--- config.mk ---
export PLATFORM = sky130hd
export DESIGN_NAME = bytecode_jump_target_scanner
export DESIGN_NICKNAME = d
export VERILOG_FILES = /design/src/bjts_pkg.sv /design/src/bjts_in_reg.sv /design/src/bjts_scan.sv /design/src/bjts_out_reg.sv /design/src/bytecode_jump_target_scanner.sv
export SDC_FILE = /design/constraint.sdc
export NUM_CORES = 1
export LEC_CHECK = 0
export BUFFER_PORTS_ARGS = -buffer_cell sky130_fd_sc_hd__buf_2
export CAP_MARGIN = 20
export CELL_PAD_IN_SITES_DETAIL_PLACEMENT = 0
export CELL_PAD_IN_SITES_GLOBAL_PLACEMENT = 2
export CORE_ASPECT_RATIO = 1.2
export CORE_UTILIZATION = 38
export CTS_CLUSTER_SIZE = 20
export DETAILED_ROUTE_END_ITERATION = 6
export GPL_ROUTABILITY_DRIVEN = 1
export HOLD_SLACK_MARGIN = 0.06
export PLACE_DENSITY_LB_ADDON = 0.1
export SYNTH_ARGS = -nofsm -noshare
export SYNTH_HDL_FRONTEND = slang
export SYNTH_SLANG_ARGS = --single-unit
--- constraint.sdc ---
create_clock -name clock -period 5 [get_ports clock]
set_clock_uncertainty 0.2 [all_clocks]
set_input_delay 0.5 -clock clock [delete_from_list [all_inputs] [get_ports clock]]
set_output_delay 0.5 -clock clock [all_outputs]
set_load 0.05 [all_outputs]
--- src/bjts_pkg.sv ---
`timescale 1ns / 1ps
package bjts_pkg;

   localparam int CODE_BITS   = 8;
   localparam int TARGET_BITS = 32;
   localparam int OFFSET_BITS = 24;
   localparam int HDR_BITS    = 24;

   typedef enum logic [2:0] {
      PH_OPCODE,
      PH_SKIP,
      PH_STRING,
      PH_DOLLAR,
      PH_CALL,
      PH_TARGET
   } phase_type;

   // opcode values
   localparam logic [7:0] OP_TEXT_BASE  = 8'h81;
   localparam logic [7:0] OP_TEXT_SPAN  = 8'h7C;
   localparam logic [7:0] OP_GAP_BASE   = 8'hA0;
   localparam logic [7:0] OP_GAP_SPAN   = 8'h40;
   localparam logic [7:0] OP_LINE       = 8'h0A;
   localparam logic [7:0] OP_BANG       = 8'h21;
   localparam logic [7:0] OP_AT         = 8'h40;
   localparam logic [7:0] OP_QUOTE      = 8'h22;
   localparam logic [7:0] OP_DOLLAR     = 8'h24;
   localparam logic [7:0] OP_DOLLAR_EXT = 8'hFF;
   localparam logic [7:0] OP_BSLASH     = 8'h5C;
   localparam logic [7:0] OP_LOWER_A    = 8'h61;
   localparam logic [7:0] OP_CALL       = 8'h23;
   localparam logic [7:0] OP_OPEN       = 8'h28;
   localparam logic [7:0] OP_CLOSE      = 8'h29;
   localparam logic [7:0] OP_BRACE_OPEN = 8'h7B;
   localparam logic [7:0] OP_BRACE_CLS  = 8'h7D;

   // operand lengths
   localparam logic [2:0] LEN_ONE    = 3'd1;
   localparam logic [2:0] LEN_TWO    = 3'd2;
   localparam logic [2:0] LEN_DOLLAR = 3'd4;
   localparam logic [2:0] LEN_CALL   = 3'd7;
   localparam logic [2:0] LEN_TARGET = 3'd4;

   // call modes
   localparam logic [3:0] MODE_NONE       = 4'd0;
   localparam logic [3:0] MODE_CLOSE      = 4'd1;
   localparam logic [3:0] MODE_ALIAS      = 4'd2;
   localparam logic [3:0] MODE_BRACE_WAIT = 4'd4;
   localparam logic [3:0] MODE_BRACE      = 4'd5;
   localparam logic [3:0] MODE_FOLD       = 4'd5;
   localparam logic [15:0] MODE_LIMIT     = 16'd10;
   localparam logic [7:0] KIND_JUMP       = 8'd1;

   typedef struct packed {
      logic                 last_byte;
      logic [CODE_BITS-1:0] code_byte;
   } req_word_type;

   typedef struct packed {
      logic                   truncated;
      logic                   end_of_code;
      logic [OFFSET_BITS-1:0] target_offset;
      logic [TARGET_BITS-1:0] target_value;
      logic                   target_valid;
   } rsp_word_type;

endpackage

--- src/bjts_in_reg.sv ---
`timescale 1ns / 1ps
module bjts_in_reg
   import bjts_pkg::*;
(
   input  logic         clock,
   input  logic         reset,
   input  logic         in_valid,
   input  req_word_type in_word,
   output logic         in_ready,
   input  logic         take,
   output logic         hold_valid,
   output req_word_type hold_word
);

   logic         valid_ff, valid_in;
   req_word_type word_ff, word_in;

   assign in_ready   = !valid_ff || take;
   assign hold_valid = valid_ff;
   assign hold_word  = word_ff;

   always_comb begin
      valid_in = valid_ff;
      word_in  = word_ff;
      if (in_ready) begin
         valid_in = in_valid;
         if (in_valid) begin
            word_in = in_word;
         end
      end
   end

   always_ff @(posedge clock) begin
      if (reset) begin
         valid_ff <= 1'b0;
      end else begin
         valid_ff <= valid_in;
      end
      word_ff <= word_in;
   end

endmodule

--- src/bjts_scan.sv ---
`timescale 1ns / 1ps
module bjts_scan
   import bjts_pkg::*;
#(
   parameter int POS_BITS   = 24,
   parameter int DEPTH_BITS = 16
) (
   input  logic         clock,
   input  logic         reset,
   input  logic         step_en,
   input  req_word_type word,
   output logic         res_valid,
   output rsp_word_type res_word
);

   phase_type             phase_ff, phase_in;
   logic [2:0]            left_ff, left_in;
   logic [DEPTH_BITS-1:0] depth_ff, depth_in;
   logic [3:0]            mode_ff, mode_in;
   logic [HDR_BITS-1:0]   hdr_ff, hdr_in;
   logic [TARGET_BITS-1:0] accum_ff, accum_in;
   logic [POS_BITS-1:0]   pos_ff, pos_in;
   logic [POS_BITS-1:0]   start_ff, start_in;

   logic [POS_BITS+OFFSET_BITS-1:0] start_ext;
   logic [7:0]            b;
   logic [7:0]            text_rel, gap_rel;
   logic [DEPTH_BITS-1:0] depth_dec;
   logic [2:0]            call_idx;
   logic [1:0]            tgt_idx;
   logic [7:0]            hdr_kind;
   logic [15:0]           hdr_mode;
   logic [3:0]            mode_fold;
   logic                  got;

   assign b         = word.code_byte;
   assign text_rel  = b - OP_TEXT_BASE;
   assign gap_rel   = b - OP_GAP_BASE;
   assign depth_dec = depth_ff - 1'b1;
   assign call_idx  = LEN_CALL - left_ff;
   assign tgt_idx   = 2'(LEN_TARGET - left_ff);
   assign start_ext = {{OFFSET_BITS{1'b0}}, start_ff};

   always_comb begin
      phase_in  = phase_ff;
      left_in   = left_ff;
      depth_in  = depth_ff;
      mode_in   = mode_ff;
      hdr_in    = hdr_ff;
      accum_in  = accum_ff;
      pos_in    = pos_ff;
      start_in  = start_ff;
      got       = 1'b0;
      hdr_kind  = '0;
      hdr_mode  = '0;
      mode_fold = '0;
      res_word  = '0;
      res_valid = 1'b0;
      if (step_en) begin
         case (phase_ff)
            PH_OPCODE: begin
               if (text_rel < OP_TEXT_SPAN && gap_rel >= OP_GAP_SPAN) begin
                  phase_in = PH_SKIP;
                  left_in  = LEN_ONE;
               end else if (b == OP_LINE || b == OP_BANG || b == OP_AT) begin
                  phase_in = PH_SKIP;
                  left_in  = LEN_TWO;
               end else if (b == OP_QUOTE) begin
                  phase_in = PH_STRING;
               end else if (b == OP_DOLLAR) begin
                  phase_in = PH_DOLLAR;
               end else if (b == OP_BSLASH || b == OP_LOWER_A) begin
                  phase_in = PH_SKIP;
                  left_in  = LEN_ONE;
               end else if (b == OP_CALL) begin
                  phase_in = PH_CALL;
                  left_in  = LEN_CALL;
                  hdr_in   = '0;
               end else if (b == OP_OPEN) begin
                  depth_in = depth_ff + 1'b1;
               end else if (b == OP_CLOSE) begin
                  depth_in = depth_dec;
                  if (depth_dec == '0 && (mode_ff == MODE_CLOSE || mode_ff == MODE_BRACE)) begin
                     if (mode_ff == MODE_CLOSE) begin
                        mode_in = MODE_NONE;
                     end
                     phase_in = PH_TARGET;
                     left_in  = LEN_TARGET;
                     accum_in = '0;
                     start_in = pos_ff + 1'b1;
                  end
               end else if (b == OP_BRACE_OPEN) begin
                  if (mode_ff == MODE_BRACE_WAIT) begin
                     mode_in = MODE_BRACE;
                  end
               end else if (b == OP_BRACE_CLS) begin
                  mode_in = MODE_NONE;
               end
            end
            PH_SKIP: begin
               left_in = left_ff - 3'd1;
               if (left_in == 3'd0) begin
                  phase_in = PH_OPCODE;
               end
            end
            PH_STRING: begin
               if (b == OP_QUOTE) begin
                  phase_in = PH_OPCODE;
               end
            end
            PH_DOLLAR: begin
               if (b == OP_DOLLAR_EXT) begin
                  phase_in = PH_SKIP;
                  left_in  = LEN_DOLLAR;
               end else begin
                  phase_in = PH_OPCODE;
               end
            end
            PH_CALL: begin
               case (call_idx)
                  3'd1:    hdr_in[7:0]   = hdr_ff[7:0] | b;
                  3'd2:    hdr_in[15:8]  = hdr_ff[15:8] | b;
                  3'd3:    hdr_in[23:16] = hdr_ff[23:16] | b;
                  default: hdr_in = hdr_ff;
               endcase
               left_in = left_ff - 3'd1;
               if (left_in == 3'd0) begin
                  hdr_kind = hdr_in[7:0];
                  hdr_mode = hdr_in[23:8];
                  depth_in = '0;
                  phase_in = PH_OPCODE;
                  if (hdr_kind == KIND_JUMP && hdr_mode < MODE_LIMIT) begin
                     mode_fold = hdr_mode[3:0];
                     if (mode_fold >= MODE_FOLD) begin
                        mode_fold = mode_fold - MODE_FOLD;
                     end
                     if (mode_fold == MODE_ALIAS) begin
                        mode_fold = MODE_CLOSE;
                     end
                     if (mode_fold == MODE_NONE) begin
                        mode_in  = MODE_NONE;
                        phase_in = PH_TARGET;
                        left_in  = LEN_TARGET;
                        accum_in = '0;
                        start_in = pos_ff + 1'b1;
                     end else begin
                        mode_in = mode_fold;
                     end
                  end else begin
                     mode_in = MODE_NONE;
                  end
               end
            end
            PH_TARGET: begin
               case (tgt_idx)
                  2'd0:    accum_in[7:0]   = accum_ff[7:0] | b;
                  2'd1:    accum_in[15:8]  = accum_ff[15:8] | b;
                  2'd2:    accum_in[23:16] = accum_ff[23:16] | b;
                  default: accum_in[31:24] = accum_ff[31:24] | b;
               endcase
               left_in = left_ff - 3'd1;
               if (left_in == 3'd0) begin
                  got      = 1'b1;
                  phase_in = PH_OPCODE;
               end
            end
            default: begin
               phase_in = PH_OPCODE;
               left_in  = 3'd0;
            end
         endcase
         pos_in = pos_ff + 1'b1;

         res_valid              = got || word.last_byte;
         res_word.target_valid  = got;
         res_word.target_value  = got ? accum_in : '0;
         res_word.target_offset = got ? start_ext[OFFSET_BITS-1:0] : '0;
         res_word.end_of_code   = word.last_byte;
         res_word.truncated     = word.last_byte && (phase_in != PH_OPCODE);

         // end of code: next byte opens a fresh stream
         if (word.last_byte) begin
            phase_in = PH_OPCODE;
            left_in  = 3'd0;
            depth_in = '0;
            mode_in  = MODE_NONE;
            hdr_in   = '0;
            accum_in = '0;
            pos_in   = '0;
            start_in = '0;
         end
      end
   end

   always_ff @(posedge clock) begin
      if (reset) begin
         phase_ff <= PH_OPCODE;
         left_ff  <= 3'd0;
         depth_ff <= '0;
         mode_ff  <= MODE_NONE;
         hdr_ff   <= '0;
         accum_ff <= '0;
         pos_ff   <= '0;
         start_ff <= '0;
      end else begin
         phase_ff <= phase_in;
         left_ff  <= left_in;
         depth_ff <= depth_in;
         mode_ff  <= mode_in;
         hdr_ff   <= hdr_in;
         accum_ff <= accum_in;
         pos_ff   <= pos_in;
         start_ff <= start_in;
      end
   end

endmodule

--- src/bjts_out_reg.sv ---
`timescale 1ns / 1ps
module bjts_out_reg
   import bjts_pkg::*;
(
   input  logic         clock,
   input  logic         reset,
   input  logic         res_valid,
   input  rsp_word_type res_word,
   output logic         advance,
   output logic         out_valid,
   output rsp_word_type out_word,
   input  logic         out_ready
);

   logic         valid_ff, valid_in;
   rsp_word_type word_ff, word_in;

   assign advance   = !valid_ff || out_ready;
   assign out_valid = valid_ff;
   assign out_word  = word_ff;

   always_comb begin
      valid_in = valid_ff;
      word_in  = word_ff;
      if (advance) begin
         valid_in = res_valid;
         if (res_valid) begin
            word_in = res_word;
         end
      end
   end

   always_ff @(posedge clock) begin
      if (reset) begin
         valid_ff <= 1'b0;
      end else begin
         valid_ff <= valid_in;
      end
      word_ff <= word_in;
   end

endmodule

--- src/bytecode_jump_target_scanner.sv ---
`timescale 1ns / 1ps
// Scans a bytecode stream, one byte per word on the req side, and returns a
// word on the rsp side for each completed 32-bit jump target and for the
// byte marked by req_tlast. Sustained rate is one byte per clock while the
// rsp side is ready. The scan state updates combinationally between the
// input register and the result register, which drives the rsp side, so a
// byte's result is registered there as the byte leaves the input register.
// A stalled rsp side holds the pipeline after one result waits. The byte
// with req_tlast set closes the stream and the next byte starts again at
// offset 0. No start-up pass after reset.
module bytecode_jump_target_scanner
   import bjts_pkg::*;
#(
   parameter int POS_BITS   = 24,
   parameter int DEPTH_BITS = 16
) (
   input  logic        clock,
   input  logic        reset,
   input  logic        req_tvalid,
   output logic        req_tready,
   input  logic [7:0]  req_tdata,   // code_byte
   input  logic        req_tlast,   // last_byte
   output logic        rsp_tvalid,
   input  logic        rsp_tready,
   output logic [55:0] rsp_tdata,   // target_value, target_offset
   output logic [1:0]  rsp_tuser,   // target_valid, truncated
   output logic        rsp_tlast    // end_of_code
);

   req_word_type req_word, hold_word;
   rsp_word_type res_word, out_word;
   logic         hold_valid, advance, res_valid;

   assign req_word.code_byte = req_tdata;
   assign req_word.last_byte = req_tlast;

   bjts_in_reg u_in_reg (
      .clock      (clock),
      .reset      (reset),
      .in_valid   (req_tvalid),
      .in_word    (req_word),
      .in_ready   (req_tready),
      .take       (advance),
      .hold_valid (hold_valid),
      .hold_word  (hold_word)
   );

   bjts_scan #(
      .POS_BITS   (POS_BITS),
      .DEPTH_BITS (DEPTH_BITS)
   ) u_scan (
      .clock     (clock),
      .reset     (reset),
      .step_en   (hold_valid && advance),
      .word      (hold_word),
      .res_valid (res_valid),
      .res_word  (res_word)
   );

   bjts_out_reg u_out_reg (
      .clock     (clock),
      .reset     (reset),
      .res_valid (res_valid),
      .res_word  (res_word),
      .advance   (advance),
      .out_valid (rsp_tvalid),
      .out_word  (out_word),
      .out_ready (rsp_tready)
   );

   assign rsp_tdata = {out_word.target_offset, out_word.target_value};
   assign rsp_tuser = {out_word.truncated, out_word.target_valid};
   assign rsp_tlast = out_word.end_of_code;

endmodule

==> metrics.md <==
| Metric | Value |
|---|---|
| Proportion of layout cells with a drive suffix above 1 | 14.45% |
| Largest family of logic cells by synthesized area | simple AND/OR/NAND/NOR gates |
| Gp weighted congestion | 0.7755 |
| CP Launch Type | flop |
| Setup_tns | 0 ns |
| Die Wd | 146.3 µm |
| Seq/Total Area, Yosys | 49.35% |
| Hpwl dp | 16100 µm |
| Max_cap viols | 0 |
| Max FO, Critical Path | 15 |
| Ys async rst share | 0% |
| Post-Place Cells | 1350 |
| Number of global-route vias before repair | 7247 |
| Levels on crit path | 12 |
| Postcts setup bufs | 0 |
| Mapped cell area | 0.009493 mm² |
| CP arrival | 4.54 ns |
| Drt first pass iters | 5 |
| Antenna cells | 0 |
| Area share of fa/ha/maj cells after synthesis | 1.713% |
| Yosys cell types | 74 |
| CP top delay family | simple AND/OR/NAND/NOR gates |
| CTS resizes | 0 |
| Fin Hold WS | 0.1256 ns |
| Post-synthesis mux area share | 0.9622% |
| Pleak | 3.787 nW |
| Cts bufs inserted | 17 |
| Clock Latency Late Sink | 0.44 ns |
| Final-report hold violation count | 0 |
| Clock slew at reported path FFs | 0.07 ns |
| CP Capture Type | flop |
| Post-synth top flop | dfxtp_1 |
| Initial antenna violation count | 0 |
| RR Startpoint | u_scan.left_ff[1] |
| DRT Wirelength | 24340 µm |
| Fillers | 2484 |
| Core Rows | 63 |
| Crit share post-route | 87.46% |
| Yosys reg bits | 200 |
| Reg2reg end | u_scan.start_ff[9] |
| Initial Util | 38.60% |
| Final Slew Violations | 0 |
| Syn nets | 1047 |
| Crit path max-delay cell type | or3_1 |
| CP max stage delay | 0.67 ns |
| Commonest cells after routing, fill and taps aside | 153 x nor2_1, 132 x dfxtp_1, 111 x a21oi_1 |
| RSZ-0062 raised after global routing | false |
| Clock root buffer master | clkbuf_16 |
| Area fraction in compound gates after synthesis | 19.44% |
| Avg Cell Area, Syn | 9.298 µm² |
| Largest net degree at the start of global routing | 41 |
| Worst Setup EP | u_scan.start_ff[9] |
| Rel. slew slack | 33.99% |
| Net count reported at finish | 1079 |
| Leading cell type in the layout, fill and taps excluded | nor2_1 |
| Initial DRC Count | 347 |
| Non-Filler Instances | 1391 |
| Status | finished, final reports clean |
| Post-synth EDFFs | 68 |
| Multi-input logic area | 0.004383 mm² |
| Syn Inst Count | 1021 |
| Die area | 0.02562 mm² |
| Crit-path cells | inv_1 -> ha_1 -> a31o_2 -> inv_1 -> ha_1 -> nor2b_1 -> o21ai_0 -> mux2_2 -> or4b_4 -> a2bb2oi_2 -> or3_1 -> o2bb2ai_2 |
| F_max | 228.7 MHz |
| Final Setup Violations | 0 |
| DR vias | 7451 |
| Yosys warnings | 0 |
| Max VDD drop | 0.2245 mV |
| Sink Count | 200 |
| Core area | 0.02459 mm² |
| Req. time, crit path | 5.17 ns |
| Number of buffers added on ports | 73 |
| Chip Height | 175.1 µm |
| Worst path bufs/invs | 2 |
| Via density | 5.357 |
| Reg area | 0.004684 mm² |
| Reg2reg setup slack | 0.63 ns |
| Worst hold path type | input pin to flop |
| P&R area growth vs syn | 13.10% |
| Setup crit start | u_scan.left_ff[1] |
| Gr ovfl total | 0 |
| WS Path Type | flop to flop |
| First-pass GRT wire length | 39610 µm |
| Worst slew pin tran | 0.9902 ns |
| CTS Buffer Depth | 2 |
| R2R cell count | 12 |
| Total GRT Usage | 19.65% |
| DR DRC count | 0 |
| Io pins | 74 |
| Final Critical Period | 4.373 ns |
| Antenna viol nets, final | 0 |
| DR WL/cell | 17.50 µm |
| Pwr dens | 318.9 mW/mm² |
| Htree depth | 4 |
| CTS tree | built |
| Post-synthesis xor/xnor area fraction | 2.491% |
| Synth Area in Simple Gates | 21.54% |
-- power by group --
part / leakage (nW) / total, mW / internal [mW] / switching (mW)
Clock: 0.291 / 1.43 / 0.771 / 0.659
Combinational: 1.76 / 0.262 / 0.0838 / 0.178
Sequential: 1.74 / 1.73 / 1.69 / 0.0369
Total: 3.79 / 3.42 / 2.55 / 0.874
-- state kept, by name, summed over array words and instances (netlist names) --
signal / flops
u_in_reg.hold_word: 9
u_scan.pos_ff: 24
u_scan.hdr_ff: 24
u_scan.mode_ff: 4
u_scan.start_ff: 24
u_scan.phase_ff: 3
u_scan.accum_ff: 32
u_in_reg.hold_valid: 1
u_scan.depth_ff: 16
u_scan.left_ff: 3
u_out_reg.out_valid: 1
u_out_reg.out_word: 59
-- metrics by stage --
stage / total power [mW] / worst slack (ns) / area, µm² / util (%)
floorplan: 1.954 / 1.093 / 9493 / -
global placement: 2.028 / 0.7077 / 10030 / 40.80
detailed placement: 2.029 / 0.6032 / 10030 / 40.80
CTS: 3.477 / 0.6203 / 10740 / 43.66
global route: 3.559 / 0.3381 / 10740 / 43.66
finish: 3.424 / 0.6272 / 10740 / 43.66
-- tightest hold or removal path: stages --
cell,delay [ns]
buf_2,0.10
inv_1,0.05
a21oi_1,0.06
-- kinds of logic (layout without fill, tap and decap cells) --
family / count (synthesis) / count (layout)
compound gates: 272 / 272
xor+xnor: 27 / 27
fa+ha+maj: 13 / 13
buf+inv: 104 / 149
flops: 200 / 200
mux: 9 / 9
simple gates: 396 / 396
-- worst min path at each step --
| stage | startpoint | end | slack [ns] | cells past startpoint |
|---|---|---|---|---|
| after detailed placement | u_scan.start_ff[0] | u_scan.start_ff[0] | 0.25 | 1 |
| final | req_tvalid | u_in_reg.hold_valid | 0.13 | 3 |
| after global placement | u_scan.start_ff[0] | u_scan.start_ff[0] | 0.24 | 1 |
| after CTS | req_tvalid | u_in_reg.hold_valid | 0.10 | 3 |
| after floorplan | u_scan.start_ff[0] | u_scan.start_ff[0] | 0.22 | 1 |
| after global routing | req_tvalid | u_in_reg.hold_valid | 0.1 | 3 |
-- synth_stat cells (8+ instances only) --
library cell,instances,area (µm²)
nand2_1,51,191.4
a31oi_1,11,68.82
or4_1,8,60.06
and3_1,16,100.1
o2bb2ai_2,10,150.1
inv_1,18,67.56
xor2_1,11,96.34
mux2i_1,8,80.08
and2_1,33,206.5
nand3_1,18,90.09
ha_1,13,162.7
nor3_1,17,85.08
nor2_1,153,574.3
nor4_1,13,81.33
a21oi_1,111,555.5
o2bb2ai_1,9,78.83
or3_1,17,106.4
a22oi_1,8,60.06
edfxtp_1,68,2042
dfxtp_1,132,2643
xnor2_1,16,140.1
nand4_1,12,75.07
buf_2,9,45.04
o21ai_0,41,205.2
nand2b_1,11,68.82
clkbuf_1,70,262.8
a22o_1,28,245.2
nand3b_1,14,105.1
-- final cells by class --
type / instances / area share (%)
clock inverters: 12 / 1.538
clock buffers: 20 / 4.160
repair buffers: 99 / 5.431
multi-input cells: 717 / 40.82
inverters: 18 / 0.6293
flip-flops and latches: 200 / 43.63
well taps: 325 / 3.787
-- metal layers --
layer	vias to the layer above	share of wire (%)	GRT usage (%)
met4	0	1.8	6.380
met3	21	2.8	3.211
met5	-	0	0
met1	3564	46	25.01
li1	3746	-	-
met2	120	49	33.77
-- timing repair --
item	in CTS	in global routing
hold buffers	9	0
endpoints found under the setup margin	0	0
hold endpoints to repair	9	0
Note: power is estimated with default switching activity, not from simulation.
